$ cat src/rtl/core/secded_pkg.sv
// Package: types, masks and helper functions for the SECDED 16/11 codec.
`timescale 1ns / 1ps

package secded_pkg;

  localparam int unsigned CwWidth   = 16;
  localparam int unsigned DataWidth = 11;
  localparam int unsigned SynWidth  = 5;

  // Check groups over codeword bit positions
  localparam logic [CwWidth-1:0] Group0Mask = 16'h007F;
  localparam logic [CwWidth-1:0] Group1Mask = 16'h070F;
  localparam logic [CwWidth-1:0] Group2Mask = 16'h1333;
  localparam logic [CwWidth-1:0] Group3Mask = 16'h1555;
  localparam logic [CwWidth-1:0] AllButTop  = 16'h7FFF;

  typedef enum logic {
    OP_ENCODE = 1'b0,
    OP_DECODE = 1'b1
  } op_e;

  typedef enum logic [1:0] {
    ST_NONE      = 2'd0,
    ST_CORRECTED = 2'd1,
    ST_DOUBLE    = 2'd2
  } status_e;

  typedef struct packed {
    logic [CwWidth-1:0]   codeword;
    logic [DataWidth-1:0] data;
    logic [SynWidth-1:0]  syndrome;
    status_e              status;
  } result_t;

  function automatic logic [DataWidth-1:0] extract_data(input logic [CwWidth-1:0] cw);
    return {cw[12], cw[10:8], cw[6:0]};
  endfunction

endpackage

$ cat src/rtl/core/secded_16_11_codec_core.sv
// Top level: input register, encode/decode logic, result register.
//
//   channel | direction | handshake               | payload
//   --------+-----------+-------------------------+----------------------------------------
//   in      | input     | in_valid_i / in_ready_o  | opcode_i, word_in_i
//   out     | output    | out_valid_o / out_ready_i| codeword_out_o, data_out_o, syndrome_o,
//           |           |                         | status_o
//
// One transaction per cycle while out_ready_i is high; an accepted transaction passes
// through the input register and then the result register before it shows at out.
// Reset clears both stage valid flags; payload registers are not reset.
// A stalled result holds in the result register while the input register still
// takes a new transaction; both full and out_ready_i low drops in_ready_o.
`timescale 1ns / 1ps

module secded_16_11_codec_core (
  input  logic                              clk_i,
  input  logic                              rst_ni,
  input  logic                              in_valid_i,
  output logic                              in_ready_o,
  input  logic                              opcode_i,
  input  logic [secded_pkg::CwWidth-1:0]    word_in_i,
  output logic                              out_valid_o,
  input  logic                              out_ready_i,
  output logic [secded_pkg::CwWidth-1:0]    codeword_out_o,
  output logic [secded_pkg::DataWidth-1:0]  data_out_o,
  output logic [secded_pkg::SynWidth-1:0]   syndrome_o,
  output logic [1:0]                        status_o
);
  import secded_pkg::*;

  logic               s1_valid_q, s1_valid_d;
  op_e                s1_op_q;
  logic [CwWidth-1:0] s1_word_q;
  logic               s2_valid_q, s2_valid_d;
  result_t            s2_res_q, s2_res_d;
  result_t            enc_res, dec_res;
  logic               s2_free, s2_load, in_fire;

  secded_enc u_enc (
    .data_i (s1_word_q[DataWidth-1:0]),
    .res_o  (enc_res)
  );

  secded_dec u_dec (
    .word_i (s1_word_q),
    .res_o  (dec_res)
  );

  assign s2_free    = !s2_valid_q || out_ready_i;
  assign s2_load    = s1_valid_q && s2_free;
  assign in_ready_o = !s1_valid_q || s2_load;
  assign in_fire    = in_valid_i && in_ready_o;

  always_comb begin
    s1_valid_d = in_ready_o ? in_valid_i : s1_valid_q;
    s2_valid_d = s2_free ? s1_valid_q : s2_valid_q;
    s2_res_d   = (s1_op_q == OP_DECODE) ? dec_res : enc_res;
  end

  always_ff @(posedge clk_i or negedge rst_ni) begin
    if (!rst_ni) begin
      s1_valid_q <= 1'b0;
      s2_valid_q <= 1'b0;
    end else begin
      s1_valid_q <= s1_valid_d;
      s2_valid_q <= s2_valid_d;
    end
  end

  always_ff @(posedge clk_i) begin
    if (in_fire) begin
      s1_op_q   <= op_e'(opcode_i);
      s1_word_q <= word_in_i;
    end
    if (s2_load) begin
      s2_res_q <= s2_res_d;
    end
  end

  assign out_valid_o    = s2_valid_q;
  assign codeword_out_o = s2_res_q.codeword;
  assign data_out_o     = s2_res_q.data;
  assign syndrome_o     = s2_res_q.syndrome;
  assign status_o       = s2_res_q.status;

endmodule

$ cat src/rtl/core/secded_enc.sv
// Encoder: spreads 11 data bits and adds four check bits plus overall parity.
`timescale 1ns / 1ps

module secded_enc (
  input  logic [secded_pkg::DataWidth-1:0] data_i,
  output secded_pkg::result_t              res_o
);
  import secded_pkg::*;

  logic [CwWidth-1:0] base;
  logic [CwWidth-1:0] cw;

  always_comb begin
    base       = '0;
    base[6:0]  = data_i[6:0];
    base[8]    = data_i[7];
    base[10:9] = data_i[9:8];
    base[12]   = data_i[10];
    cw         = base;
    cw[7]      = ^(base & Group0Mask);
    cw[11]     = ^(base & Group1Mask);
    cw[13]     = ^(base & Group2Mask);
    cw[14]     = ^(base & Group3Mask);
    cw[15]     = ^(cw & AllButTop);
  end

  assign res_o.codeword = cw;
  assign res_o.data     = data_i;
  assign res_o.syndrome = '0;
  assign res_o.status   = ST_NONE;

endmodule

$ cat src/rtl/core/secded_dec.sv
// Decoder: syndrome, single-bit correction and data extraction.
`timescale 1ns / 1ps

module secded_dec (
  input  logic [secded_pkg::CwWidth-1:0] word_i,
  output secded_pkg::result_t            res_o
);
  import secded_pkg::*;

  logic [SynWidth-1:0] syn;
  logic [3:0]          pos;
  logic [CwWidth-1:0]  flip;
  logic [CwWidth-1:0]  cw;
  status_e             status;

  always_comb begin
    syn[0] = ^(word_i & Group0Mask) ^ word_i[7];
    syn[1] = ^(word_i & Group1Mask) ^ word_i[11];
    syn[2] = ^(word_i & Group2Mask) ^ word_i[13];
    syn[3] = ^(word_i & Group3Mask) ^ word_i[14];
    syn[4] = ^word_i;
    // Bad bit sits at 15 minus the check syndrome (bit-reversed)
    pos    = ~{syn[0], syn[1], syn[2], syn[3]};
    flip   = CwWidth'(1) << pos;
    cw     = word_i;
    status = ST_NONE;
    if (syn[4]) begin
      cw     = word_i ^ flip;
      status = ST_CORRECTED;
    end else if (syn[3:0] != '0) begin
      status = ST_DOUBLE;
    end
  end

  assign res_o.codeword = cw;
  assign res_o.data     = extract_data(cw);
  assign res_o.syndrome = syn;
  assign res_o.status   = status;

endmodule

$ cat config.mk
export PLATFORM = sky130hd
export DESIGN_NAME = secded_16_11_codec_core
export DESIGN_NICKNAME = d
export VERILOG_FILES = /design/src/rtl/core/secded_pkg.sv /design/src/rtl/core/secded_16_11_codec_core.sv /design/src/rtl/core/secded_enc.sv /design/src/rtl/core/secded_dec.sv
export SDC_FILE = /design/constraint.sdc
export NUM_CORES = 1
export LEC_CHECK = 0
export ABC_AREA = 1
export BUFFER_PORTS_ARGS = -buffer_cell sky130_fd_sc_hd__buf_2
export CORE_UTILIZATION = 40
export CTS_CLUSTER_SIZE = 28
export DETAILED_ROUTE_END_ITERATION = 12
export GPL_ROUTABILITY_DRIVEN = 0
export GPL_TIMING_DRIVEN = 0
export PLACE_DENSITY_LB_ADDON = 0.12
export SETUP_SLACK_MARGIN = 0.5
export SYNTH_ARGS = -nofsm -noshare
export SYNTH_HDL_FRONTEND = slang
export SYNTH_SLANG_ARGS = --single-unit
$ cat constraint.sdc
create_clock -name clk_i -period 3.3 [get_ports clk_i]
set_clock_uncertainty 0.05 [all_clocks]
set_input_delay 0.165 -clock clk_i [delete_from_list [all_inputs] [get_ports clk_i]]
set_output_delay 0.165 -clock clk_i [all_outputs]
set_load 0.02 [all_outputs]
# After elaboration in Yosys (flattened, before gate mapping)
# Index checks and enable logic that the tools add are counted.
[op_classes]
div_mod_pow = 0
eq_ne = 0
add_sub_neg = 0
reduce_logical = 17
n_shift = 1
multipliers = 0
magnitude_cmp = 0
mux = 4
bitwise_logic = 7
[ops]
columns = ["operator", "n"]
rows = [
  ["$reduce_xor A16 Y1", 9],
  ["$mux W34", 1],
  ["$mux W16", 1],
  ["$shl A1 B4 Y16 const A", 1],
  ["$xor A16 B16 Y16", 1],
  ["$mux W2", 2],
  ["$not A4 Y4", 1],
  ["$reduce_bool A4 Y1", 1],
  ["$xor A1 B1 Y1", 4],
  ["$logic_and A1 B1 Y1", 2],
  ["$logic_not A1 Y1", 2],
  ["$logic_or A1 B1 Y1", 2],
  ["$reduce_or A2 Y1", 1],
  ["$not A1 Y1", 1],
]
[totals]
in_bits = 21
mem_count = 0
word_cells = 38
out_inout_bits = 36
register_bits = 53
ramBits = 0
mem_bits_ro = 0
latch_bits = 0

# Depth between registers and ports, before layout
# Gate-level depths: netlist of the first run.
[logic_depth]
ltp_word = 7
ltp_mapped = 15
ltp_nobuf = 14

# By module
# Synthesis of the first run repeated with hierarchy kept, for this count alone.
[hier_totals]
hier_cells = 499
area_unflattened_um2 = 3827.4
[by_module_without_submodules]
columns = ["module", "seq_area_each_um2", "cells_each", "instances", "area_each_um2"]
rows = [
  ["secded_16_11_codec_core", 1581.5, 172, 1, 2094.5],
  ["secded_dec", 0.0, 206, 1, 1034.7],
  ["secded_enc", 0.0, 121, 1, 698.2],
]

# Worst setup path after synthesis of the first run
# No wires, ideal clock.
[synth_timing]
kind = "flip-flop to flip-flop"
start = "register s2_valid_q (netlist: out_valid_o)"
end = "register s2_res_q (netlist bit codeword_out_o[0]) (enable)"
t_arrival_ps = 1630
path_buffers = 0
path_slack_ps = 1212
setup_time_ps = 408
stages_incl_launch_ff = 2
t_required_ps = 2842
synth_period_minus_slack_ps = 2088
path_cell_list = "dfrtp_1 a21oi_1"
[synth_via]
elab_chain_cells = 3
[synth_rtl]
columns = ["element", "line", "text"]
rows = [
  ["from (decl)", "secded_16_11_codec_core.sv:35", "logic s2_valid_q, s2_valid_d;"],
  ["from (signal assigned)", "secded_16_11_codec_core.sv:67", "s2_valid_q <= s2_valid_d;"],
  ["$logic_not A1 Y1", "secded_16_11_codec_core.sv:50", "assign s2_free = !s2_valid_q || out_ready_i;"],
  ["$logic_or A1 B1 Y1", "secded_16_11_codec_core.sv:50", ""],
  ["$logic_and A1 B1 Y1", "secded_16_11_codec_core.sv:51", "assign s2_load = s1_valid_q && s2_free;"],
  ["net s2_load", "secded_16_11_codec_core.sv:38", "logic s2_free, s2_load, in_fire;"],
  ["to (signal assigned)", "secded_16_11_codec_core.sv:77", "s2_res_q <= s2_res_d;"],
  ["to (decl)", "secded_16_11_codec_core.sv:36", "result_t s2_res_q, s2_res_d;"],
]
# The timed path passes the listed nets, and every way through them passes these cells.
# A chain may end at the register's enable or synchronous reset.

==> results of run 1 <==
per-layer routing:
| metal | up-vias | share of wire |
|---|---|---|
| li1 | 1196 | - |
| met1 | 1034 | 0.48 |
| met3 | 8 | 0.037 |
| met5 | - | 0 |
| met4 | 0 | 0.015 |
| met2 | 63 | 0.47 |
what timing repair did:
| action | 4_1_cts | 5_1_grt |
|---|---|---|
| endpoints found under the setup margin | 0 | 0 |
| hold buffers | 17 | 1 |
| endpoints found under the hold margin | 18 | 1 |
sequential cells by signal, indices dropped and copies added (netlist names):
signal,flops
s1_op_q,1
codeword_out_o,16
s1_valid_q,1
syndrome_o,5
out_valid_o,1
s1_word_q,16
status_o,1
worst max-delay path, stage by stage, from the launching register on:
cell and delay [ns]:
edfxtp_1 0.50, nand2_1 0.13, inv_1 0.04, nor2_1 0.10, nor2_1 0.06, nor2_1 0.11, nand2_1 0.10, nand2_4 0.14
nand2_2 0.09, nor2_2 0.18, nand2_1 0.09, xor2_1 0.15
cell type report:
cell class | count | share of cell area
Buffer | 22 | 0.0549
Clock buffer | 8 | 0.0230
Inverter | 34 | 0.0398
Multi-Input combinational cell | 234 | 0.362
Sequential cell | 41 | 0.350
Tap cell | 96 | 0.0344
Timing Repair Buffer | 75 | 0.136
synth_stat cells:
cell type    n
nand2_1    114
o21ai_1      3
inv_4        2
nor2_2       5
buf_4       13
nand3_1     26
nand3_2      4
clkinv_2     1
edfxtp_1    39
a21oi_1      3
inv_1       22
nand2_4     10
inv_6        1
nand4_1      5
nand3_4      1
nand2_2     20
clkbuf_1     1
inv_2        8
buf_6        8
dfrtp_1      2
xor2_1      18
xnor2_1      6
nor2_4       4
nor2_1      15
logic make-up after synthesis:
family                    synth area share
and+or+nand+nor                      0.362
DFF                                  0.435
xor gates and xnor gates            0.0748
AOI/OAI and AO/OA                   0.0107
buffers and inverters                0.118
worst min path at each step:
stage | from | end | slack (ns) | depth (start not counted)
3_3_place_gp | rst_ni | s1_valid_q | -0.1 | 1
2_1_floorplan | rst_ni | out_valid_o | -0.18 | 0
4_1_cts | word_in_i[1] | s1_word_q[1] | 0.002 | 1
6_report | in_valid_i | s1_valid_q | 0.03 | 3
5_1_grt | in_valid_i | s1_valid_q | 0.05 | 3
3_5_place_dp | rst_ni | out_valid_o | -0.1 | 1
power groups by stage:
stage	clock network [mW]	logic, mW	registers [mW]
4_1_cts	0.329	0.613	0.671
6_report	0.317	0.613	0.670
5_1_grt	0.352	0.677	0.677
3_5_place_dp	0	0.597	0.683
3_3_place_gp	0	0.583	0.682
2_1_floorplan	0	0.405	0.728
through the flow:
stage	util	hold slack, ns
floorplan	-	-0.181
global placement	0.472	-0.0960
detailed placement	0.475	-0.0953
CTS	0.512	0.00247
global route	0.513	0.0490
finish	0.513	0.0349
==> reports/results.ini, run 1 <==
[outcome]
outcome = finished clean

[routing]
ant_nets = 0
num_vias = 2301
drt-initial-drc-count = 117
drtPass1Iterations = 4
route.detailed.drc = 0
via_per_inst = 4.51
wirelength_mm = 5.67
wl_per_cell_microns = 11.1

[clock_network]
cts-buffers-inserted = 5
clockBufferDepth = 2
path_clk_slew_ns = 0.08
tritoncts = done
clk_latency_ns = 0.29
cts_resized = 0
ctsHtreeMaxLevel = 2
clock_sinks = 41
cts_setup_buffers = 0
clockRootBuffer = clkbuf_8

[placed_design]
dp_hpwl_mm = 4.51
dp_cells = 484
pre_cts_slack_ns = 1.33
dpl_cell_area_sq_um = 3230
port-buffer-count = 56

[cells_and_area]
num-nets-final = 434
antenna_cells = 0
layoutNonFillerInstCount = 510
seq_area_sq_um = 1220
fill_cells = 661
final_cell_area_sq_um = 3490
final_cell_mix = nand2_1, buf_2, edfxtp_1
multi_input_area_sq_um = 1260
layout-drive-gt1-share = 0.338
area_growth_pct = 24.2
final_common_cell = nand2_1

[global_routing]
grt_pass1_wl_mm = 9.73
grt_max_degree = 18
top_usage_layer = met2
grt_pass1_vias = 2114
grt_use_total = 0.170
grtUsageMet1 = 0.222
grt-ovfl-total = 0
grt_use_met2 = 0.287
antenna_found_initial = 0
use_met3 = 0.0337

[die]
core_sq_um = 6790
std_cell_rows = 30
die_w_microns = 85.8
die_area_sq_um = 7360
fp.dieH_microns = 85.8
pin_count = 57
initial_core_util = 0.413

[setup_path]
required_ns = 3.30
r2r-end = codeword_out_o[2]
r2r_start = s1_word_q[12]
worstSetupPathType = reg2reg
cp.arrival_ns = 1.98
worstRegToRegCells = 11
crit_path_end_kind = flip-flop
critPathLaunchType = flip-flop
worstPathMaxFanout = 6
crit_path_end = codeword_out_o[2]
r2r_setup_slack_ns = 1.32
crit_path_start = s1_word_q[12]

[timing]
setup_tns_ns = 0
hold_violations = 0
rsz0062_at_grt = no
clock.fmax_mhz = 505
worst_slew_pin_slew_ns = 0.726
slew_headroom = 0.516
setup_ws_ns = 1.32
fin_crit_sh = 0.600
min_period_ns = 1.98
drv_slew = 0
setup_viol = 0

[pwr]
p_int_mw = 1.01
p_clk_frac = 0.198
p_per_area_nw_per_um2 = 459
pwr-share-comb = 0.383
p_sw_frac = 0.367
total_power_mw = 1.60
p_seq_frac = 0.419
switchingPower_mw = 0.587
power_leakage_nw = 1.67
vdd_drop_max_mv = 0.174

[run]
cap_violations = 0

[synth]
ys_seq_area_frac = 0.435
synth_nets = 352
synthDistinctLibCells = 24
yosysTopAreaCell = edfxtp_1
syn_area_sq_um = 2810
synth_area_leaders = edfxtp_1, nand2_1, xor2_1
synth_seq_cells = 41
synthCells = 331
avgSynthCellArea_sq_um = 8.49
netlist.area_leader.share = 0.417
ys_warn_count = 0

[hold_path]
hold_path_class = in2reg

Power figures use the tool's default switching activity.
==> inputs of run 2 (changes only) <==
==> constraint.sdc (replaced) <==
create_clock -name clk_i -period 1.8 [get_ports clk_i]
set_clock_uncertainty 0.05 [all_clocks]
set_input_delay 0.09 -clock clk_i [delete_from_list [all_inputs] [get_ports clk_i]]
set_output_delay 0.09 -clock clk_i [all_outputs]
set_load 0.02 [all_outputs]
==> run 2 against run 1 <==
- the flow now finishes with violations (setup timing)
- count of clock-buffer cells in the layout is 3 lower
- via count is 11% higher
- combinational power grew to 2.5 times the previous value
- highest routed layer unchanged
==> reports/results.ini, run 2 (synthesis gave the netlist of run 1 again) <==
[cells_and_area]
post-route-util = 0.619
layoutNonFillerInstCount = 552
final_cell_mix = nand2_1, buf_2, buf_4
fill_cells = 561
antenna_cells = 0
layout-drive-gt1-share = 0.539
num-nets-final = 476
final_common_cell = nand2_1
area_growth_pct = 49.8

[die]
core_sq_um = 6790
std_cell_rows = 30
die_w_microns = 85.8
die_area_sq_um = 7360
pin_count = 57
fp.dieH_microns = 85.8
initial_core_util = 0.413

[hold_path]
hold_path_class = in2async

[timing]
drv_slew = 0
clock.fmax_mhz = 491
rsz0062_at_grt = yes
worst_slew_pin_slew_ns = 0.479
setup_ws_ns = -0.238
setup_viol = 17
min_period_ns = 2.04
hold_violations = 0
holdWs_ns = 0.0409
fin_crit_sh = 1.13
slew_headroom = 0.680

[global_routing]
grt_use_total = 0.189
grt_pass1_vias = 2283
grt_max_degree = 18
grt_pass1_wl_mm = 10.7
grt-ovfl-total = 0
antenna_found_initial = 0

[clock_network]
clk_latency_ns = 0.30
cts-buffers-inserted = 5
clock_sinks = 41
tritoncts = done
clockBufferDepth = 2
clockRootBuffer = clkbuf_8
ctsHtreeMaxLevel = 2
path_clk_slew_ns = 0.08

[pwr]
p_seq_frac = 0.363
p_sw_frac = 0.387
p_int_mw = 2.09
vdd_drop_max_mv = 0.340
pwr-share-comb = 0.458
power_leakage_nw = 1.96
p_per_area_nw_per_um2 = 808
p_clk_frac = 0.178
switchingPower_mw = 1.32

[routing]
drt-initial-drc-count = 155
wl_per_cell_microns = 12.3
route.detailed.drc = 0
wirelength_mm = 6.81
via_per_inst = 4.61
ant_nets = 0
drtPass1Iterations = 4
num_vias = 2547

[setup_path]
critPathLaunchType = flip-flop
cp_slowest_stage_delay_ns = 0.53
worstPathMaxFanout = 6
crit_path_end_kind = flip-flop
worstPathCellList = inv_2 -> nand2_2 -> nand2_2 -> nand2_2 -> nand2_4 -> nand2_4 -> buf_4 -> nand2_4 -> nand2_4 -> nor2_4 -> nand2_2 -> xor2_1
critPathSlowestCell = edfxtp_1
crit_family = simple AND/OR/NAND/NOR gates
required_ns = 1.81
r2r_setup_slack_ns = -0.24
path_buf_inv = 2
worstSetupPathType = reg2reg
cp.arrival_ns = 2.05

[placed_design]
dp_cells = 483
dp_hpwl_mm = 4.43
port-buffer-count = 56

[run]
cap_violations = 0

[outcome]
outcome = complete, but fails checks
violations = setup timing

run 2: repair_timing:
item,CTS,global route
endpoints found under the hold margin,20,0
setup buffers,27,13
hold buffers,19,0
cloned,2,0
pin swaps,21,41
gates resized for setup,40,44
setup endpoints to repair,61,41
run 2: final timing paths:
| path | from | end | cells after the start |
|---|---|---|---|
| min in group clk_i | out_ready_i | out_valid_o | 4 |
| worst max register to register | s1_word_q[12] | codeword_out_o[2] | 12 |
| worst max-delay path | s1_word_q[12] | codeword_out_o[2] | 12 |
| worst min-delay path | rst_ni | s1_valid_q | 2 |
| max in group asynchronous | rst_ni | out_valid_o | 2 |
| worst min register to register | s1_valid_q | out_valid_o | 2 |
run 2: final cells by class:
type                       instances  area [sq um]  share of cell area
buffer                            22           195              0.0464
clock buffer                       5          68.8              0.0164
clock inverter                     3          17.5             0.00416
inverter                          34           161              0.0384
multi-input combinational        235          1600               0.381
sequential                        41          1220               0.291
tap                               96           120              0.0285
timing repair buffer             116           818               0.194
run 2: stage by stage:
stage               total power, mW  instance area, sq um  setup TNS, ns  worst slack (ns)
CTS                            3.23                  3940          -1.63            -0.140
global placement               2.36                  3300          -1.53            -0.139
detailed placement             2.38                  3300          -2.03            -0.186
global route                   3.60                  4210          -5.34            -0.360
floorplan                      2.12                  2900              0            0.0629
finish                         3.40                  4210          -3.17            -0.238
run 2: metal layers:
| metal | track usage | wire length [microns] |
|---|---|---|
| met4 | 0.0727 | 180 |
| met2 | 0.326 | 3400 |
| met5 | 0 | 0 |
| met3 | 0.0337 | 394 |
| met1 | 0.236 | 2830 |
run 2: worst reg2reg max path: stages, from the launching register on:
cell and delay, ns:
edfxtp_1 0.53, inv_2 0.14, nand2_2 0.06, nand2_2 0.09
nand2_2 0.07, nand2_4 0.11, nand2_4 0.06, buf_4 0.14
nand2_4 0.10, nand2_4 0.08, nor2_4 0.18, nand2_2 0.07
xor2_1 0.14
run 2: power by group through the flow:
stage / registers (mW) / logic, mW / clock network, mW
finish: 1.24 / 1.56 / 0.606
CTS: 1.24 / 1.37 / 0.628
detailed placement: 1.26 / 1.12 / 0
global route: 1.25 / 1.69 / 0.672
floorplan: 1.34 / 0.779 / 0
global placement: 1.25 / 1.11 / 0
